--- src/rtl/pss_pkg.sv ---
`default_nettype none

package pss_pkg;

   // Store size and word width.
   localparam int CAPACITY   = 32;
   localparam int DATA_WIDTH = 32;

   // Slot indices and the element count.
   localparam int SLOT_W  = $clog2(CAPACITY);
   localparam int COUNT_W = $clog2(CAPACITY + 1);

   // Widths of the channel fields.
   localparam int CMD_W      = 2;
   localparam int POS_W      = 6;
   localparam int VALUE_W    = 32;
   localparam int STATUS_W   = 2;
   localparam int ELEMENT_W  = 32;
   localparam int COUNT_FW   = 6;

   // Common width for comparing positions against the count, and for
   // widening words before they are cut to a field.
   localparam int POS_CMP_W  = 8;
   localparam int WIDE_W     = 64;

   typedef enum logic [CMD_W-1:0] {
      CMD_INSERT,
      CMD_DELETE,
      CMD_DUMP
   } cmd_type;

   typedef enum logic [STATUS_W-1:0] {
      STAT_OK,
      STAT_BADPOS,
      STAT_EMPTY,
      STAT_FULL
   } status_type;

   typedef enum logic [2:0] {
      ST_IDLE,
      ST_WALK,
      ST_INS_LINK,
      ST_TAIL_FIX,
      ST_DEL_HEAD,
      ST_DEL_NEXT,
      ST_DUMP,
      ST_RESP
   } state_type;

endpackage

`default_nettype wire

--- src/rtl/pss_if.sv ---
`default_nettype none

interface pss_req_if import pss_pkg::*; ();
   logic               valid;
   logic               ready;
   logic [CMD_W-1:0]   cmd;
   logic [POS_W-1:0]   position;
   logic [VALUE_W-1:0] value;

   modport source (output valid, output cmd, output position, output value, input ready);
   modport sink   (input valid, input cmd, input position, input value, output ready);
endinterface

interface pss_rsp_if import pss_pkg::*; ();
   logic                 valid;
   logic                 ready;
   logic [STATUS_W-1:0]  status;
   logic [ELEMENT_W-1:0] element;
   logic [COUNT_FW-1:0]  count;
   logic                 last;

   modport source (output valid, output status, output element, output count, output last,
                   input ready);
   modport sink   (input valid, input status, input element, input count, input last,
                   output ready);
endinterface

`default_nettype wire

--- src/rtl/pss_ram.sv ---
`default_nettype none

module pss_ram #(
   parameter int WIDTH = 32,
   parameter int DEPTH = 32
) (
   input  wire logic                     clock,
   input  wire logic                     we,
   input  wire logic [$clog2(DEPTH)-1:0] waddr,
   input  wire logic [WIDTH-1:0]         wdata,
   input  wire logic                     re,
   input  wire logic [$clog2(DEPTH)-1:0] raddr,
   output logic      [WIDTH-1:0]         rdata
);

   logic [WIDTH-1:0] mem [DEPTH];

   // Read data is registered and holds while no read is issued.
   always_ff @(posedge clock) begin
      if (we) begin
         mem[waddr] <= wdata;
      end
      if (re) begin
         rdata <= mem[raddr];
      end
   end

endmodule

`default_nettype wire

--- src/rtl/positional_sequence_store_top.sv ---
// Positional sequence store: an ordered list of up to CAPACITY words kept as a
// circular singly linked list in two single-port-write RAMs (words and next
// links), with head, tail, count and a free-slot mask in flip-flops. A command
// is taken on the req_ channel only while the sequencer is idle; one command
// is worked on at a time. Insert and delete at position p walk p-2 links from
// the head, one link RAM read per cycle. An insert or delete at position 1
// skips the walk; an insert into an empty store, the delete of the only
// element and every rejected command go straight to the result state. A
// dump streams one element per cycle in list order while the receiver keeps
// up, and marks the final transfer with last. Every other command gives
// exactly one transfer on the rsp_ channel, with last set. The next command
// may be accepted in the cycle after the last result of the previous one has
// been loaded. The walk rate is set by the registered read of the link RAM,
// which chains one read into the next. The result sits in an output
// register, so the next command may be accepted while the previous result
// still waits to be taken; a stalled receiver holds the sequencer once that
// next command has a result of its own to load. Freed slots are reused
// lowest index first. The RAMs need no clearing after reset: only slots on
// the list are ever read.

`default_nettype none

module positional_sequence_store_top import pss_pkg::*; (
   input wire logic clock,
   input wire logic reset,
   pss_req_if.sink   req_ch,
   pss_rsp_if.source rsp_ch
);

   // Sequencer and command registers.
   state_type            state_ff, state_in;
   logic [CMD_W-1:0]     cmd_ff, cmd_in;
   logic [POS_W-1:0]     pos_ff, pos_in;
   logic [STATUS_W-1:0]  stat_ff, stat_in;
   logic [SLOT_W-1:0]    cur_ff, cur_in;
   logic [SLOT_W-1:0]    slot_ff, slot_in;
   logic [SLOT_W-1:0]    next_ff, next_in;
   logic [COUNT_W-1:0]   hops_ff, hops_in;

   // List state.
   logic [SLOT_W-1:0]    head_ff, head_in;
   logic [SLOT_W-1:0]    tail_ff, tail_in;
   logic [CAPACITY-1:0]  free_ff, free_in;
   logic [COUNT_W-1:0]   count_ff, count_in;

   // Output register.
   logic                 rsp_valid_ff, rsp_valid_in;
   logic [STATUS_W-1:0]  rsp_status_ff, rsp_status_in;
   logic [ELEMENT_W-1:0] rsp_element_ff, rsp_element_in;
   logic [COUNT_FW-1:0]  rsp_count_ff;
   logic                 rsp_last_ff, rsp_last_in;
   logic                 rsp_load;

   // RAM ports.
   logic                  elem_we;
   logic [DATA_WIDTH-1:0] elem_wdata;
   logic [DATA_WIDTH-1:0] elem_rdata;
   logic                  link_we;
   logic [SLOT_W-1:0]     link_waddr;
   logic [SLOT_W-1:0]     link_wdata;
   logic [SLOT_W-1:0]     link_rdata;
   logic                  rd_re;
   logic [SLOT_W-1:0]     rd_addr;

   // Decode of the incoming command against the present count.
   logic                  accept;
   logic                  out_free;
   logic [POS_CMP_W-1:0]  pos_ext;
   logic [POS_CMP_W-1:0]  posff_ext;
   logic [POS_CMP_W-1:0]  cnt_ext;
   logic                  ins_bad;
   logic                  del_bad;
   logic                  is_full;
   logic                  is_empty;
   logic                  pos_one;
   logic [SLOT_W-1:0]     free_slot;
   logic [WIDE_W-1:0]     val_wide;
   logic [WIDE_W-1:0]     elem_wide;

   assign req_ch.ready = (state_ff == ST_IDLE);
   assign accept       = req_ch.valid && req_ch.ready;
   assign out_free     = !rsp_valid_ff || rsp_ch.ready;

   assign pos_ext   = POS_CMP_W'(req_ch.position);
   assign posff_ext = POS_CMP_W'(pos_ff);
   assign cnt_ext   = POS_CMP_W'(count_ff);
   assign ins_bad   = (pos_ext == '0) || (pos_ext > cnt_ext + POS_CMP_W'(1));
   assign del_bad   = (pos_ext == '0) || (pos_ext > cnt_ext);
   assign is_full   = (count_ff == COUNT_W'(CAPACITY));
   assign is_empty  = (count_ff == '0);
   assign pos_one   = (req_ch.position == POS_W'(1));

   assign val_wide   = WIDE_W'(req_ch.value);
   assign elem_wdata = val_wide[DATA_WIDTH-1:0];
   assign elem_wide  = WIDE_W'(elem_rdata);

   // Lowest free slot.
   always_comb begin
      free_slot = '0;
      for (int i = CAPACITY - 1; i >= 0; i--) begin
         if (free_ff[i]) begin
            free_slot = SLOT_W'(i);
         end
      end
   end

   pss_ram #(.WIDTH(DATA_WIDTH), .DEPTH(CAPACITY)) u_elem_ram (
      .clock (clock),
      .we    (elem_we),
      .waddr (free_slot),
      .wdata (elem_wdata),
      .re    (rd_re),
      .raddr (rd_addr),
      .rdata (elem_rdata)
   );

   pss_ram #(.WIDTH(SLOT_W), .DEPTH(CAPACITY)) u_link_ram (
      .clock (clock),
      .we    (link_we),
      .waddr (link_waddr),
      .wdata (link_wdata),
      .re    (rd_re),
      .raddr (rd_addr),
      .rdata (link_rdata)
   );

   // Next state.
   always_comb begin
      state_in = state_ff;
      case (state_ff)
         ST_IDLE: begin
            if (accept) begin
               case (req_ch.cmd)
                  CMD_INSERT: begin
                     if (ins_bad || is_full || is_empty) begin
                        state_in = ST_RESP;
                     end else if (pos_one) begin
                        state_in = ST_TAIL_FIX;
                     end else begin
                        state_in = ST_WALK;
                     end
                  end
                  CMD_DELETE: begin
                     if (is_empty || del_bad || (head_ff == tail_ff)) begin
                        state_in = ST_RESP;
                     end else if (pos_one) begin
                        state_in = ST_DEL_HEAD;
                     end else begin
                        state_in = ST_WALK;
                     end
                  end
                  CMD_DUMP: begin
                     state_in = is_empty ? ST_RESP : ST_DUMP;
                  end
                  default: begin
                     state_in = ST_RESP;
                  end
               endcase
            end
         end
         ST_WALK: begin
            if (hops_ff == '0) begin
               state_in = (cmd_ff == CMD_INSERT) ? ST_INS_LINK : ST_DEL_NEXT;
            end
         end
         ST_INS_LINK, ST_TAIL_FIX, ST_DEL_HEAD, ST_DEL_NEXT: begin
            state_in = ST_RESP;
         end
         ST_DUMP: begin
            if (out_free && (hops_ff == '0)) begin
               state_in = ST_IDLE;
            end
         end
         ST_RESP: begin
            if (out_free) begin
               state_in = ST_IDLE;
            end
         end
         default: begin
            state_in = ST_IDLE;
         end
      endcase
   end

   // Datapath, RAM accesses and result loading for each state.
   always_comb begin
      cmd_in         = cmd_ff;
      pos_in         = pos_ff;
      stat_in        = stat_ff;
      cur_in         = cur_ff;
      slot_in        = slot_ff;
      next_in        = next_ff;
      hops_in        = hops_ff;
      head_in        = head_ff;
      tail_in        = tail_ff;
      free_in        = free_ff;
      count_in       = count_ff;
      elem_we        = 1'b0;
      link_we        = 1'b0;
      link_waddr     = slot_ff;
      link_wdata     = next_ff;
      rd_re          = 1'b0;
      rd_addr        = link_rdata;
      rsp_load       = 1'b0;
      rsp_status_in  = stat_ff;
      rsp_element_in = '0;
      rsp_last_in    = 1'b1;

      case (state_ff)
         ST_IDLE: begin
            if (accept) begin
               cmd_in  = req_ch.cmd;
               pos_in  = req_ch.position;
               stat_in = STAT_OK;
               cur_in  = head_ff;
               case (req_ch.cmd)
                  CMD_INSERT: begin
                     if (ins_bad) begin
                        stat_in = STAT_BADPOS;
                     end else if (is_full) begin
                        stat_in = STAT_FULL;
                     end else begin
                        // The word goes straight into a fresh slot.
                        elem_we            = 1'b1;
                        free_in[free_slot] = 1'b0;
                        slot_in            = free_slot;
                        if (is_empty) begin
                           link_we    = 1'b1;
                           link_waddr = free_slot;
                           link_wdata = free_slot;
                           head_in    = free_slot;
                           tail_in    = free_slot;
                           count_in   = count_ff + COUNT_W'(1);
                        end else if (pos_one) begin
                           link_we    = 1'b1;
                           link_waddr = free_slot;
                           link_wdata = head_ff;
                           head_in    = free_slot;
                           count_in   = count_ff + COUNT_W'(1);
                        end else begin
                           rd_re   = 1'b1;
                           rd_addr = head_ff;
                           hops_in = COUNT_W'(req_ch.position) - COUNT_W'(2);
                        end
                     end
                  end
                  CMD_DELETE: begin
                     if (is_empty) begin
                        stat_in = STAT_EMPTY;
                     end else if (del_bad) begin
                        stat_in = STAT_BADPOS;
                     end else if (head_ff == tail_ff) begin
                        free_in[head_ff] = 1'b1;
                        head_in          = '0;
                        tail_in          = '0;
                        count_in         = count_ff - COUNT_W'(1);
                     end else if (pos_one) begin
                        rd_re   = 1'b1;
                        rd_addr = head_ff;
                        slot_in = head_ff;
                     end else begin
                        rd_re   = 1'b1;
                        rd_addr = head_ff;
                        hops_in = COUNT_W'(req_ch.position) - COUNT_W'(2);
                     end
                  end
                  CMD_DUMP: begin
                     if (is_empty) begin
                        stat_in = STAT_EMPTY;
                     end else begin
                        rd_re   = 1'b1;
                        rd_addr = head_ff;
                        hops_in = count_ff - COUNT_W'(1);
                     end
                  end
                  default: begin
                     stat_in = STAT_BADPOS;
                  end
               endcase
            end
         end

         ST_WALK: begin
            // The link of cur_ff is on the read port; follow it.
            rd_re   = 1'b1;
            rd_addr = link_rdata;
            if (hops_ff != '0) begin
               cur_in  = link_rdata;
               hops_in = hops_ff - COUNT_W'(1);
            end else if (cmd_ff == CMD_INSERT) begin
               // cur_ff is the predecessor: point it at the new slot.
               link_we    = 1'b1;
               link_waddr = cur_ff;
               link_wdata = slot_ff;
               next_in    = link_rdata;
               count_in   = count_ff + COUNT_W'(1);
               if (posff_ext == cnt_ext + POS_CMP_W'(1)) begin
                  tail_in = slot_ff;
               end
            end else begin
               // The victim's own link arrives next cycle.
               slot_in = link_rdata;
            end
         end

         ST_INS_LINK: begin
            link_we    = 1'b1;
            link_waddr = slot_ff;
            link_wdata = next_ff;
         end

         ST_TAIL_FIX: begin
            link_we    = 1'b1;
            link_waddr = tail_ff;
            link_wdata = head_ff;
         end

         ST_DEL_HEAD: begin
            head_in          = link_rdata;
            link_we          = 1'b1;
            link_waddr       = tail_ff;
            link_wdata       = link_rdata;
            free_in[slot_ff] = 1'b1;
            count_in         = count_ff - COUNT_W'(1);
         end

         ST_DEL_NEXT: begin
            link_we          = 1'b1;
            link_waddr       = cur_ff;
            link_wdata       = link_rdata;
            free_in[slot_ff] = 1'b1;
            count_in         = count_ff - COUNT_W'(1);
            if (slot_ff == tail_ff) begin
               tail_in = cur_ff;
            end
         end

         ST_DUMP: begin
            // Read data holds while the output is stalled.
            if (out_free) begin
               rsp_load       = 1'b1;
               rsp_status_in  = STAT_OK;
               rsp_element_in = elem_wide[ELEMENT_W-1:0];
               rsp_last_in    = (hops_ff == '0);
               if (hops_ff != '0) begin
                  rd_re   = 1'b1;
                  rd_addr = link_rdata;
                  hops_in = hops_ff - COUNT_W'(1);
               end
            end
         end

         ST_RESP: begin
            if (out_free) begin
               rsp_load = 1'b1;
            end
         end

         default: begin
            rsp_load = 1'b0;
         end
      endcase
   end

   assign rsp_valid_in = rsp_load ? 1'b1 : (rsp_ch.ready ? 1'b0 : rsp_valid_ff);

   // Control state.
   always_ff @(posedge clock) begin
      if (reset) begin
         state_ff     <= ST_IDLE;
         head_ff      <= '0;
         tail_ff      <= '0;
         free_ff      <= {CAPACITY{1'b1}};
         count_ff     <= '0;
         rsp_valid_ff <= 1'b0;
      end else begin
         state_ff     <= state_in;
         head_ff      <= head_in;
         tail_ff      <= tail_in;
         free_ff      <= free_in;
         count_ff     <= count_in;
         rsp_valid_ff <= rsp_valid_in;
      end
   end

   // Payload registers.
   always_ff @(posedge clock) begin
      cmd_ff  <= cmd_in;
      pos_ff  <= pos_in;
      stat_ff <= stat_in;
      cur_ff  <= cur_in;
      slot_ff <= slot_in;
      next_ff <= next_in;
      hops_ff <= hops_in;
      if (rsp_load) begin
         rsp_status_ff  <= rsp_status_in;
         rsp_element_ff <= rsp_element_in;
         rsp_count_ff   <= cnt_ext[COUNT_FW-1:0];
         rsp_last_ff    <= rsp_last_in;
      end
   end

   assign rsp_ch.valid   = rsp_valid_ff;
   assign rsp_ch.status  = rsp_status_ff;
   assign rsp_ch.element = rsp_element_ff;
   assign rsp_ch.count   = rsp_count_ff;
   assign rsp_ch.last    = rsp_last_ff;

endmodule

`default_nettype wire

--- src/flat_wrapper.sv ---
// flat-port wrapper written by rule: the top's interface ports become plain ports
module positional_sequence_store_top_flat import pss_pkg::*;
  (clock, reset, req_ch_valid, req_ch_cmd, req_ch_position, req_ch_value, req_ch_ready, rsp_ch_valid, rsp_ch_status, rsp_ch_element, rsp_ch_count, rsp_ch_last, rsp_ch_ready);
  pss_req_if req_ch_i ();
  pss_rsp_if rsp_ch_i ();
  input wire logic clock;
  input wire logic reset;
  input wire logic [$bits(req_ch_i.valid)-1:0] req_ch_valid;
  input wire logic [$bits(req_ch_i.cmd)-1:0] req_ch_cmd;
  input wire logic [$bits(req_ch_i.position)-1:0] req_ch_position;
  input wire logic [$bits(req_ch_i.value)-1:0] req_ch_value;
  output wire logic [$bits(req_ch_i.ready)-1:0] req_ch_ready;
  output wire logic [$bits(rsp_ch_i.valid)-1:0] rsp_ch_valid;
  output wire logic [$bits(rsp_ch_i.status)-1:0] rsp_ch_status;
  output wire logic [$bits(rsp_ch_i.element)-1:0] rsp_ch_element;
  output wire logic [$bits(rsp_ch_i.count)-1:0] rsp_ch_count;
  output wire logic [$bits(rsp_ch_i.last)-1:0] rsp_ch_last;
  input wire logic [$bits(rsp_ch_i.ready)-1:0] rsp_ch_ready;
  assign req_ch_i.valid = req_ch_valid;
  assign req_ch_i.cmd = req_ch_cmd;
  assign req_ch_i.position = req_ch_position;
  assign req_ch_i.value = req_ch_value;
  assign req_ch_ready = req_ch_i.ready;
  assign rsp_ch_valid = rsp_ch_i.valid;
  assign rsp_ch_status = rsp_ch_i.status;
  assign rsp_ch_element = rsp_ch_i.element;
  assign rsp_ch_count = rsp_ch_i.count;
  assign rsp_ch_last = rsp_ch_i.last;
  assign rsp_ch_i.ready = rsp_ch_ready;
  positional_sequence_store_top u_core (.clock(clock), .reset(reset), .req_ch(req_ch_i), .rsp_ch(rsp_ch_i));
endmodule
--- config.mk ---
export PLATFORM = sky130hd
export DESIGN_NAME = positional_sequence_store_top_flat
export DESIGN_NICKNAME = d
export VERILOG_FILES = /design/src/rtl/pss_pkg.sv /design/src/rtl/pss_if.sv /design/src/rtl/pss_ram.sv /design/src/rtl/positional_sequence_store_top.sv /design/src/flat_wrapper.sv
export SDC_FILE = /design/constraint.sdc
export NUM_CORES = 2
export LEC_CHECK = 0
export BUFFER_PORTS_ARGS = -buffer_cell sky130_fd_sc_hd__buf_2
export CORE_MARGIN = 4
export CORE_UTILIZATION = 50
export DETAILED_ROUTE_END_ITERATION = 16
export PLACE_DENSITY_LB_ADDON = 0.05
export SLEW_MARGIN = 20
export SYNTH_ARGS = -nofsm -noshare
export SYNTH_HDL_FRONTEND = slang
export SYNTH_HIERARCHICAL = 1
export SYNTH_SLANG_ARGS = --single-unit
--- constraint.sdc ---
create_clock -name clock -period 14.68 [get_ports clock]
set_input_delay 2.936 -clock clock [delete_from_list [all_inputs] [get_ports clock]]
set_output_delay 2.936 -clock clock [all_outputs]
set_load 0.03 [all_outputs]
==> impl_metrics.tcl <==
set metrics [dict create \
    crit_path_end_kind "flop" \
    period_share_pct 59.1 \
    placedCellCount 4949 \
    wl_per_cell_microns 28.8 \
    io_pins 87 \
    drt-initial-drc-count 3283 \
    ir_drop_v 0.000257 \
    cts-resized-gates 0 \
    final_cells 5210 \
    synth_edf_count 1293 \
    worstPathArrival_ps 9120 \
    setup_viol 0 \
    routed_wl_mm 150 \
    clock_sinks 1345 \
    die_h_microns 341 \
    grt_pass1_vias 31140 \
    wl_met2_mm 71.5 \
    finalHoldViolCount 0 \
    antennaDiodeCount 0 \
    yosys-top-cells-area "edfxtp_1, mux2i_1, mux4_2" \
    rsz0062_at_grt "false" \
    area_growth_pct 11.9 \
    viasPerCell 6.17 \
    ys_top_cells_by_count "edfxtp_1, mux2i_1, a21oi_1, nor2_1, nand2_1" \
    path_max_fanout 140 \
    cts_setup_buffers 0 \
    initial_utilization_pct 50.6 \
    antenna_found_initial 7 \
    pre_cts_slack_ps 5340 \
    first_pass_iters 8 \
    ys_warn_count 6 \
    dr_total_vias 32124 \
    cts_buffers 143 \
    worst_pin_slew_ps 1180 \
    hpwl_mm 74.1 \
    ctsHoldBuffers 0 \
    p_per_area_mw_per_mm2 187 \
    die-area_sq_mm 0.116 \
    synth_top_area_share_pct 70.1 \
    fillCellCount 8482 \
    power.leakage_nw 21.0 \
    grt_max_degree 141 \
    path_clk_slew_ps 60 \
    fin_tns_setup_ps 0 \
    drc 0 \
    netlist_instances 3519 \
    async_reset_ff_share_pct 0 \
    drt-met1-wl_mm 65.0 \
    fin_nets 3678 \
    wl_met3_mm 10.6 \
    setup_ws_ps 6000 \
    port_buffers 86 \
    ys_seq_elements 1345 \
    ys_seq_area_share_pct 72.0 \
    multi_input_area_sq_mm 0.0147 \
    cts_tree "built" \
    max_clock_freq_mhz 115 \
    clock_path_buffers 3 \
    drv_cap 0 \
    seqCellArea_sq_mm 0.0399 \
    syn_nets 3579 \
    rows 121 \
    crit_required_ps 15120 \
    grt.total_usage_pct 25.5 \
    worstSetupStartpointType "input port" \
    grt-ovfl-total 0 \
    core-area_sq_mm 0.109 \
    dr.max_layer_used "met5" \
    p_total_w 0.0116 \
    period_minus_slack_ps 8680 \
    cts_root_buffer "clkbuf_16" \
    min-delay-path-class "flop to flop" \
    finalClockSkew_ps 33.7 \
    status "complete, no violations" \
    yosys.area.top_type "edfxtp_1" \
    grt_pass1_wl_mm 216 \
    syn_avg_cell_area_sq_um 15.7 \
    synth_cell_type_count 83 \
    max-slew-margin-rel_pct 21.6 \
    insertion_delay_ps 750 \
    gp_congestion 0.879 \
    yosys_most_used_dff "edfxtp_1" \
    syn_area_sq_mm 0.0554 \
    drive_gt1_share_pct 12.7 \
    critical_path_class "input port to flop" \
    yosysMostFrequentCell "edfxtp_1" \
    postRouteAntennaNets 0 \
    htree_levels 4 \
    slew_violations 0 \
    die_w_microns 341 \
]
## metrics by stage
step	instance area, sq um	hold slack [ps]	utilization, %
global placement	57600	502	52.6
finish	62000	511	56.6
CTS	62000	505	56.6
detailed placement	57600	515	52.6
global route	62000	535	56.6
floorplan	55400	406	-
## sequential cells by signal, summed over array words and instances (netlist names), 6 cells and up
register                 cells
u_core/u_elem_ram/mem     1024
u_core/count_ff              6
u_core/u_link_ram/mem      160
u_core/free_ff              32
u_core/rsp_ch.element       32
u_core/u_elem_ram/rdata     32
u_core/hops_ff               6
u_core/pos_ff                6
u_core/rsp_ch.count          6
## final cells by class
cell class / count / share of cell area [%]
Clock inverter: 70 / 0.941
Tap cell: 1476 / 2.98
Inverter: 28 / 0.170
Clock buffer: 191 / 6.20
Multi-Input combinational cell: 1947 / 23.8
Sequential cell: 1345 / 64.3
Timing Repair Buffer: 153 / 1.65
## cells in the final DEF (no fill, tap or decap), types with 42 or more instances in the layout
cell and instances:
a21oi_1 211, a22o_1 64, a22oi_1 101, buf_2 86, buf_4 60, clkbuf_1 44, clkbuf_16 147, dfxtp_1 52
edfxtp_1 1293, mux2i_1 533, mux4_2 50, nand2_1 175, nand3_1 116, nor2_1 149, nor3_1 65, o21ai_0 42
## metal layers
| metal | GRT usage [%] | up-vias |
|---|---|---|
| li1 | - | 13996 |
| met3 | 4.34 | 211 |
| met2 | 40.8 | 1273 |
| met5 | 0 | - |
| met4 | 6.57 | 6 |
| met1 | 36.6 | 16638 |
## worst max-delay path: stages
cell and delay [ps]:
buf_2 140, ha_1 300, nor2b_1 130, o21a_1 160, o311ai_1 360, nand2_1 230
nor4_1 450, a31oi_1 140, a221oi_2 750, mux2_8 750, buf_12 720, buf_12 640
mux2i_1 270, a22o_1 160, nor3_1 60, a31oi_1 400, nand3_1 130
## cells by family (layout without fill, tap and decap cells)
kind of cell | Yosys count | count (layout) | share of synthesized area, %
and+or+nand+nor | 718 | 718 | 6.27
muxes | 593 | 593 | 11.9
xor gates and xnor gates | 31 | 31 | 0.524
adders and majority gates | 16 | 16 | 0.361
AOI/OAI and AO/OA | 589 | 589 | 6.95
DFF | 1345 | 1345 | 72.0
buffers and inverters | 227 | 442 | 2.06
## where the power goes
group	internal, W	total (W)	leakage (nW)	switching [W]
Sequential	0.00452	0.00464	12.1	0.000121
Combinational	0.00133	0.00356	6.79	0.00224
Clock	0.00197	0.00341	2.16	0.00144
## final timing paths
path	slack, ps	cells past startpoint	end	start
worst min register to register	510	1	u_core/rsp_ch.element[27]$_SDFFCE_PN0P_	u_core/u_elem_ram/rdata[27]$_DFFE_PP_
worst max register to register	7510	19	u_core/u_elem_ram/rdata[27]$_DFFE_PP_	u_core/count_ff[0]$_SDFFE_PP0P_
worst max-delay path	6000	17	u_core/u_elem_ram/rdata[27]$_DFFE_PP_	req_ch_position[1]
worst min-delay path	510	1	u_core/rsp_ch.element[27]$_SDFFCE_PN0P_	u_core/u_elem_ram/rdata[27]$_DFFE_PP_
No activity file was read; power rests on OpenSTA's default activity.
